$ cat src/hw/rtl/hlpc_pkg.sv
// Shared types and constants for the hex line packet collector.
package hlpc_pkg;

  localparam int PACKET_BYTES = 128;
  localparam int LOW_BYTES    = 80;   // bytes kept in the RAM
  localparam int HI_BYTES     = PACKET_BYTES - LOW_BYTES;  // bytes kept in flops
  localparam int HI_IDX_W     = $clog2(HI_BYTES);
  localparam int IDX_W        = $clog2(PACKET_BYTES);
  localparam int COUNT_W      = IDX_W + 2;
  localparam logic [COUNT_W-1:0] FULL_COUNT = COUNT_W'(2 * PACKET_BYTES);

  localparam logic [7:0] CHAR_ETX   = 8'h03;
  localparam logic [7:0] CHAR_LF    = 8'h0A;
  localparam logic [7:0] CHAR_CR    = 8'h0D;
  localparam logic [7:0] CHAR_ZERO  = 8'h30;
  localparam logic [7:0] CHAR_NINE  = 8'h39;
  localparam logic [7:0] CHAR_LOW_A = 8'h61;
  localparam logic [7:0] CHAR_LOW_F = 8'h66;
  localparam logic [7:0] CHAR_CARET = 8'h5E;
  localparam logic [7:0] CHAR_UP_C  = 8'h43;

  localparam logic [31:0] ECHO_CANCEL = {CHAR_LF, CHAR_CR, CHAR_UP_C, CHAR_CARET};
  localparam logic [31:0] ECHO_EOL    = {16'h0000, CHAR_LF, CHAR_CR};

  typedef enum logic [1:0] {
    CMD_FEED   = 2'd0,
    CMD_BEGIN  = 2'd1,
    CMD_READ   = 2'd2,
    CMD_UNUSED = 2'd3
  } hlpc_cmd_e;

  typedef enum logic [1:0] {
    EV_NONE     = 2'd0,
    EV_READY    = 2'd1,
    EV_REJECTED = 2'd2,
    EV_CANCEL   = 2'd3
  } hlpc_event_e;

  typedef struct packed {
    logic        clear;
    logic        set_rejected;
    logic        set_done;
    logic        after_cr_load;
    logic        after_cr_value;
    logic        write_digit;
    logic [3:0]  nibble;
    hlpc_event_e line_event;
    logic [2:0]  echo_count;
    logic [31:0] echo_chars;
  } hlpc_action_t;

endpackage

$ cat src/hw/rtl/hlpc_decode.sv
// Per-item decision logic: what one command and byte do to the line state.
module hlpc_decode
  import hlpc_pkg::*;
(
  input  logic [1:0]         command,
  input  logic [7:0]         data_byte,
  input  logic               begin_after_cr,
  input  logic               after_cr,
  input  logic               line_done,
  input  logic               line_rejected,
  input  logic [COUNT_W-1:0] digit_count,
  output hlpc_action_t       action
);

  logic       is_num;
  logic       is_hex_alpha;
  logic [7:0] num_off;
  logic [7:0] alpha_off;

  assign is_num       = data_byte inside {[CHAR_ZERO:CHAR_NINE]};
  assign is_hex_alpha = data_byte inside {[CHAR_LOW_A:CHAR_LOW_F]};
  assign num_off      = data_byte - CHAR_ZERO;
  assign alpha_off    = data_byte - CHAR_LOW_A + 8'd10;

  always_comb begin
    action                = '0;
    action.line_event     = EV_NONE;
    action.nibble         = is_num ? num_off[3:0] : alpha_off[3:0];
    case (hlpc_cmd_e'(command))
      CMD_BEGIN: begin
        action.clear          = 1'b1;
        action.after_cr_load  = 1'b1;
        action.after_cr_value = begin_after_cr;
      end
      CMD_FEED: begin
        if (!line_done) begin
          action.after_cr_load = 1'b1;
          if (data_byte == CHAR_LF && after_cr) begin
            // LF of a CR LF pair is swallowed
            action.after_cr_value = 1'b0;
          end else if (data_byte == CHAR_ETX) begin
            action.clear        = 1'b1;
            action.set_rejected = 1'b1;
            action.set_done     = 1'b1;
            action.line_event   = EV_CANCEL;
            action.echo_count   = 3'd4;
            action.echo_chars   = ECHO_CANCEL;
          end else if (data_byte == CHAR_CR || data_byte == CHAR_LF) begin
            action.after_cr_value = (data_byte == CHAR_CR);
            action.set_done       = 1'b1;
            action.echo_count     = 3'd2;
            action.echo_chars     = ECHO_EOL;
            if (!line_rejected && digit_count == FULL_COUNT) begin
              action.line_event = EV_READY;
            end else begin
              action.clear        = 1'b1;
              action.set_rejected = 1'b1;
              action.line_event   = EV_REJECTED;
            end
          end else if (!line_rejected) begin
            if ((is_num || is_hex_alpha) && digit_count < FULL_COUNT) begin
              action.write_digit = 1'b1;
              action.echo_count  = 3'd1;
              action.echo_chars  = {24'h000000, data_byte};
            end else begin
              action.clear        = 1'b1;
              action.set_rejected = 1'b1;
            end
          end
        end
      end
      default: begin
      end
    endcase
  end

endmodule

$ cat src/hw/rtl/hex_line_packet_collector.sv
// Top level of the hex line packet collector: line state, packet store, result register.
//
// Takes one item per cycle and returns exactly one result per item, registered in the
// cycle after acceptance; a held result does not block the next item as long as out_ready
// is high at that edge. Each item is decoded in one pass and lands in the result register
// together with the updated state. Packet bytes 80 to 127 live in flops so that the six
// command words come out with every result; bytes 0 to 79 sit in a one-write,
// one-read RAM whose read data is registered with the result. A begin, cancel or reject
// clears the store at once: RAM bytes beyond the digit count read as zero, so no
// clearing pass is needed after reset or between lines.
module hex_line_packet_collector
  import hlpc_pkg::*;
(
  input  logic        clk,
  input  logic        rst,
  input  logic        in_valid,
  output logic        in_ready,
  input  logic [1:0]  command,
  input  logic [7:0]  data_byte,
  input  logic        begin_after_cr,
  input  logic [6:0]  read_index,
  output logic        out_valid,
  input  logic        out_ready,
  output logic [1:0]  line_event,
  output logic [2:0]  echo_count,
  output logic [31:0] echo_chars,
  output logic [7:0]  read_data,
  output logic [63:0] word_at_80,
  output logic [63:0] word_at_120,
  output logic [63:0] word_at_88,
  output logic [63:0] word_at_96,
  output logic [63:0] word_at_104,
  output logic [63:0] word_at_112
);

  logic               accept;
  hlpc_action_t       action;

  logic               after_cr;
  logic               line_done;
  logic               line_rejected;
  logic [COUNT_W-1:0] digit_count;
  logic [3:0]         held_nibble;

  logic [7:0]         low_ram [LOW_BYTES];
  logic [7:0]         hi_bytes [HI_BYTES];
  logic [7:0]         hi_bytes_next [HI_BYTES];

  logic [IDX_W-1:0]   wr_idx;
  logic               wr_low;
  logic [HI_IDX_W-1:0] wr_hi_idx;
  logic [7:0]         wr_byte;

  logic               rd_low;
  logic               rd_present;
  logic [IDX_W-1:0]   rd_addr;
  logic [HI_IDX_W-1:0] rd_hi_idx;
  logic [IDX_W-1:0]   rd_hi_off;
  logic [IDX_W-1:0]   wr_hi_off;

  logic               rd_from_ram;
  logic [7:0]         ram_data;
  logic [7:0]         hi_data;

  function automatic logic [63:0] word_from(input logic [7:0] b [HI_BYTES],
                                            input int base);
    logic [63:0] w;
    w = '0;
    for (int k = 0; k < 8; k++) begin
      w[8*k +: 8] = b[base - LOW_BYTES + k];
    end
    return w;
  endfunction

  assign in_ready = !out_valid || out_ready;
  assign accept   = in_valid && in_ready;

  hlpc_decode u_decode (
    .command        (command),
    .data_byte      (data_byte),
    .begin_after_cr (begin_after_cr),
    .after_cr       (after_cr),
    .line_done      (line_done),
    .line_rejected  (line_rejected),
    .digit_count    (digit_count),
    .action         (action)
  );

  // digits are written strictly in order, so the count doubles as the fill mark
  assign wr_idx    = digit_count[IDX_W:1];
  assign wr_low    = wr_idx < IDX_W'(LOW_BYTES);
  assign wr_hi_off = wr_idx - IDX_W'(LOW_BYTES);
  assign wr_hi_idx = wr_hi_off[HI_IDX_W-1:0];
  assign wr_byte   = digit_count[0] ? {held_nibble, action.nibble} : {action.nibble, 4'h0};

  assign rd_low     = read_index < IDX_W'(LOW_BYTES);
  assign rd_present = {1'b0, read_index, 1'b0} < digit_count;
  assign rd_addr    = rd_low ? read_index : '0;
  assign rd_hi_off  = read_index - IDX_W'(LOW_BYTES);
  assign rd_hi_idx  = rd_hi_off[HI_IDX_W-1:0];

  always_comb begin
    for (int i = 0; i < HI_BYTES; i++) begin
      if (action.clear) begin
        hi_bytes_next[i] = 8'h00;
      end else if (action.write_digit && !wr_low && wr_hi_idx == HI_IDX_W'(i)) begin
        hi_bytes_next[i] = wr_byte;
      end else begin
        hi_bytes_next[i] = hi_bytes[i];
      end
    end
  end

  always_ff @(posedge clk) begin
    if (accept && action.write_digit && wr_low) begin
      low_ram[wr_idx] <= wr_byte;
    end
    if (accept) begin
      ram_data <= low_ram[rd_addr];
    end
  end

  always_ff @(posedge clk) begin
    if (rst) begin
      after_cr      <= 1'b0;
      line_done     <= 1'b0;
      line_rejected <= 1'b0;
      digit_count   <= '0;
      for (int i = 0; i < HI_BYTES; i++) begin
        hi_bytes[i] <= 8'h00;
      end
    end else if (accept) begin
      hi_bytes <= hi_bytes_next;
      if (action.clear) begin
        line_done     <= 1'b0;
        line_rejected <= 1'b0;
        digit_count   <= '0;
      end
      if (action.set_rejected) begin
        line_rejected <= 1'b1;
      end
      if (action.set_done) begin
        line_done <= 1'b1;
      end
      if (action.after_cr_load) begin
        after_cr <= action.after_cr_value;
      end
      if (action.write_digit) begin
        digit_count <= digit_count + COUNT_W'(1);
      end
    end
  end

  always_ff @(posedge clk) begin
    if (accept && action.write_digit) begin
      held_nibble <= action.nibble;
    end
  end

  always_ff @(posedge clk) begin
    if (rst) begin
      out_valid <= 1'b0;
    end else if (accept) begin
      out_valid <= 1'b1;
    end else if (out_ready) begin
      out_valid <= 1'b0;
    end
  end

  always_ff @(posedge clk) begin
    if (accept) begin
      line_event  <= action.line_event;
      echo_count  <= action.echo_count;
      echo_chars  <= action.echo_chars;
      rd_from_ram <= (command == CMD_READ) && rd_low && rd_present;
      hi_data     <= (command == CMD_READ && !rd_low) ? hi_bytes[rd_hi_idx] : 8'h00;
      word_at_80  <= word_from(hi_bytes_next, 80);
      word_at_120 <= word_from(hi_bytes_next, 120);
      word_at_88  <= word_from(hi_bytes_next, 88);
      word_at_96  <= word_from(hi_bytes_next, 96);
      word_at_104 <= word_from(hi_bytes_next, 104);
      word_at_112 <= word_from(hi_bytes_next, 112);
    end
  end

  assign read_data = rd_from_ram ? ram_data : hi_data;

  a_count_bound: assert property (@(posedge clk) disable iff (rst)
    digit_count <= FULL_COUNT)
    else $error("digit count beyond full packet");

  a_done_holds: assert property (@(posedge clk) disable iff (rst)
    accept && command == CMD_FEED && line_done
    |=> line_done && $stable(digit_count) && $stable(line_rejected))
    else $error("feed after line end changed line state");

  a_ready_full: assert property (@(posedge clk) disable iff (rst)
    out_valid && line_event == EV_READY |-> line_done && digit_count == FULL_COUNT)
    else $error("ready reported without a full line");

  a_reject_clears: assert property (@(posedge clk) disable iff (rst)
    out_valid && (line_event == EV_REJECTED || line_event == EV_CANCEL)
    |-> line_rejected && line_done && digit_count == '0)
    else $error("rejected line left state behind");

  a_echo_digit: assert property (@(posedge clk) disable iff (rst)
    accept && action.write_digit |=> digit_count == $past(digit_count) + COUNT_W'(1))
    else $error("stored digit not counted");

endmodule
$ cat config.mk
export PLATFORM = sky130hd
export DESIGN_NAME = hex_line_packet_collector
export DESIGN_NICKNAME = d
export VERILOG_FILES = /design/src/hw/rtl/hlpc_pkg.sv /design/src/hw/rtl/hlpc_decode.sv /design/src/hw/rtl/hex_line_packet_collector.sv
export SDC_FILE = /design/constraint.sdc
export NUM_CORES = 2
export LEC_CHECK = 0
export BUFFER_PORTS_ARGS = -buffer_cell sky130_fd_sc_hd__buf_2
export CAP_MARGIN = 10
export CORE_ASPECT_RATIO = 1.5
export CORE_MARGIN = 2
export CORE_UTILIZATION = 50
export DETAILED_ROUTE_END_ITERATION = 12
export PLACE_DENSITY = 0.68
export SLEW_MARGIN = 20
export SYNTH_ARGS = -nofsm -noshare
export SYNTH_HDL_FRONTEND = slang
export SYNTH_SLANG_ARGS = --single-unit
$ cat constraint.sdc
create_clock -name clk -period 47.6 [get_ports clk]
set_input_delay 14.28 -clock clk [delete_from_list [all_inputs] [get_ports clk]]
set_output_delay 14.28 -clock clk [all_outputs]
set_load 0.005 [all_outputs]
==> impl_metrics.csv <==
group,metric,value,unit
setup_path,path_depth,3,
layout,fin_nets,5045,
route,dr.pass1.iters,6,
synth,syn_avg_cell_area,12.8,sq um
synth,ys_types,74,
setup_path,cp_slowest_stage_delay,0.16,ns
layout,drive_gt1_share,19.8,%
sta,hold_viol_final,0,
placed_design,dp_hpwl,128000,um
synth,synth_edf_count,1059,
cts,h-tree-depth,4,
cts,cts_made_buffers,132,
cts,cts.repair.resized,0,
sta,fin_skew,0.0288,ns
setup_path,reg2reg_depth,7,
synth,synth_top_area_cell,"edfxtp_1",
hold_path,hold_path.class,"reg -> reg",
pwr,power_per_cell_area,38.4,mW/mm^2
setup_path,cp_cell_sequence,"buf_2 > nand2b_1 > buf_2",
synth,synth_cells,4730,
setup_path,cp_data_arrival_time,14.67,ns
sta,slew_headroom,20.6,%
grt,grt_pass1_vias,41205,
setup_path,path_delay_family,"buffers and inverters",
sta,tightest_slew,1.19,ns
sta,fin_crit_sh,60.8,%
flow_run,maxCapViolations,0,
grt,grt_max_degree,190,
synth,async_flop_share,0,%
synth,synth-seq-cells,1456,
cts,clk_latency,0.78,ns
placed_design,dpl.cell_count,6456,
die,start_util,50.4,%
cts,clkSinkCount,1456,
route,via_count,43276,
route,routed_via_density,6.46,
setup_path,cp_max_fo,3,
sta,setup_tns,0,ns
cts,clk_pin_slew,0.07,ns
grt,grt.overflow.total,0,
hold_path,holdPathStages,1,
synth,ys_warn_count,0,
sta,grt_setup_unrepaired,"no",
route,drt-total-wl,197000,um
synth,synth_area_leaders,"edfxtp_1, dfxtp_1, mux4_2",
cts,cts_tree,"yes",
hold_path,worstHoldEndpoint,"hi_bytes[37]",
placed_design,place_congestion,0.959,
die,die_w,289,um
synth,synth_top_area_share,52.4,%
sta,final-max-slew-violation-count,0,
cts,post_cts_buffers,0,
route,drt-initial-drc-count,5594,
pwr,vdd_drop_max,36.1,uV
route,ant_nets,0,
setup_path,timing.rr.start,"out_valid",
die,fp-row-count,156,
cts,root_buffer,"clkbuf_16",
setup_path,start_kind,"primary input",
synth,synth_ff_type,"edfxtp_1",
sta,setup_viol,0,
die,ios,453,
pwr,p_leak,24.0,nW
hold_path,hold_start,"hi_bytes[37]",
die,coreArea,0.121,sq mm
setup_path,crit_top_cell,"buf_2",
layout,stdcell_area,0.0686,sq mm
grt,grt_pass1_wl,281000,um
die,die_h,431,um
setup_path,crit_required,33.32,ns
die,die_area,0.124,sq mm
setup_path,r2r_slack,42.91,ns
route,wire_per_inst,29.4,um
synth,yosysSeqAreaShare,65.4,%
placed_design,postPlaceCellArea,0.0641,sq mm
layout,finalNonFillerCells,6702,
setup_path,endpoint_kind,"output port",
setup_path,worst-path-buf-inv,2,
setup_path,timing.rr.end,"hi_bytes[71]",
setup_path,cp_slowest_cell,"nand2b_1",
cts,ctsHoldBuffers,0,
layout,area_growth,12.9,%
route,drc,0,
grt,track_usage,31.2,%
synth,netlist_area,0.0607,sq mm
placed_design,portBuffers,437,
pwr,power.total,2.63,mW
cts,cts.path.max_buffers,3,
grt,antenna_found_initial,12,
run_status,outcome,"complete, no violations",
sta,hold_ws,0.495,ns
sta,max_freq,34.5,MHz
setup_path,path_class,"in -> out",
sta,min_period,28.95,ns
through the flow:
step	setup slack [ns]	utilization, %
after floorplan	18.32	-
after global placement	18.65	53.2
after detailed placement	18.65	53.2
after CTS	18.65	56.8
after global routing	18.62	56.8
final	18.65	56.8
cells by family (layout without fill, tap and decap cells):
family | count (synthesis) | after routing | synth area share (%)
buf+inv | 411 | 782 | 2.93
other cells | 1 | 22 | 0.00617
compound gates | 1189 | 1189 | 13.5
mux | 304 | 304 | 8.40
simple gates | 1353 | 1353 | 9.38
fa+ha+maj | 13 | 13 | 0.268
flops | 1456 | 1456 | 65.4
xor+xnor | 3 | 3 | 0.0433
registers in the layout, summed over array words and instances (netlist names):
name	count
word_at_96	64
hi_data	8
rd_from_ram	1
word_at_104	64
line_done	1
after_cr	1
hi_bytes	384
held_nibble	4
word_at_88	64
word_at_112	64
low_ram	640
word_at_120	64
digit_count	9
word_at_80	64
out_valid	1
ram_data	8
echo_chars	10
line_event	2
line_rejected	1
echo_count	2
cell type report:
class,count,area (sq um)
fillers,9705,52100
clock inverters,70,728
clock buffers,170,3700
well taps,1580,1980
repair buffers,515,2840
flip-flops and latches,1456,39700
multi-input cells,2878,19500
inverters,27,109
diodes,6,15.0
synthesized netlist by cell type (26+ instances only):
library cell	number
nor2_2	40
mux2i_1	100
buf_2	58
edfxtp_1	1059
nor3_1	26
clkbuf_1	255
a22o_1	385
buf_1	39
nor2_1	218
nand2_1	895
a31oi_1	34
mux4_2	160
o21ai_0	55
nand3_1	60
mux2_2	44
dfxtp_1	397
a211oi_1	72
a21oi_1	460
how the worst max path moves through the flow:
stage,to,slack (ns),startpoint
2_1_floorplan,hi_bytes[311],18.32,out_ready
3_3_place_gp,in_ready,18.65,out_ready
3_5_place_dp,in_ready,18.65,out_ready
4_1_cts,in_ready,18.65,out_ready
5_1_grt,in_ready,18.62,out_ready
6_report,in_ready,18.65,out_ready
per-layer routing:
layer / vias up / share of wire, % / wire length [um] / global-route usage, %
met2: 2890 / 47 / 93100 / 49.7
met1: 21374 / 35 / 70000 / 39.8
met3: 565 / 11 / 21000 / 6.43
met5: - / 0.0036 / 7 / 0
li1: 18445 / - / - / -
met4: 2 / 6.7 / 13100 / 17.6
report_power, final:
part           total, mW  leakage [nW]  switching [mW]  internal [mW]
combinational      0.150          7.93           0.112         0.0388
clock               1.10          2.14           0.480          0.618
sequential          1.39          13.9         0.00915           1.38
total               2.63          24.0           0.601           2.03
layout by cell type (no fill, tap or decap), types with 21 or more instances in the layout:
cell type  synthesis  routed
buf_4             23      75
a21oi_1          460     460
mux2_2            44      41
nor2_2            40      40
mux4_2           160     160
a211oi_1          72      72
clkinv_1           4      21
mux2i_1          100      99
o22ai_1           21      21
o21ai_0           55      54
edfxtp_1        1059    1059
buf_2             58     434
nor2_1           218     213
dfxtp_1          397     397
nand2_1          895     892
a22o_1           385     385
clkbuf_1         255      22
nand3_1           60      60
a31oi_1           34      34
clkbuf_16          0     140
(Power assumes the default switching activity.)
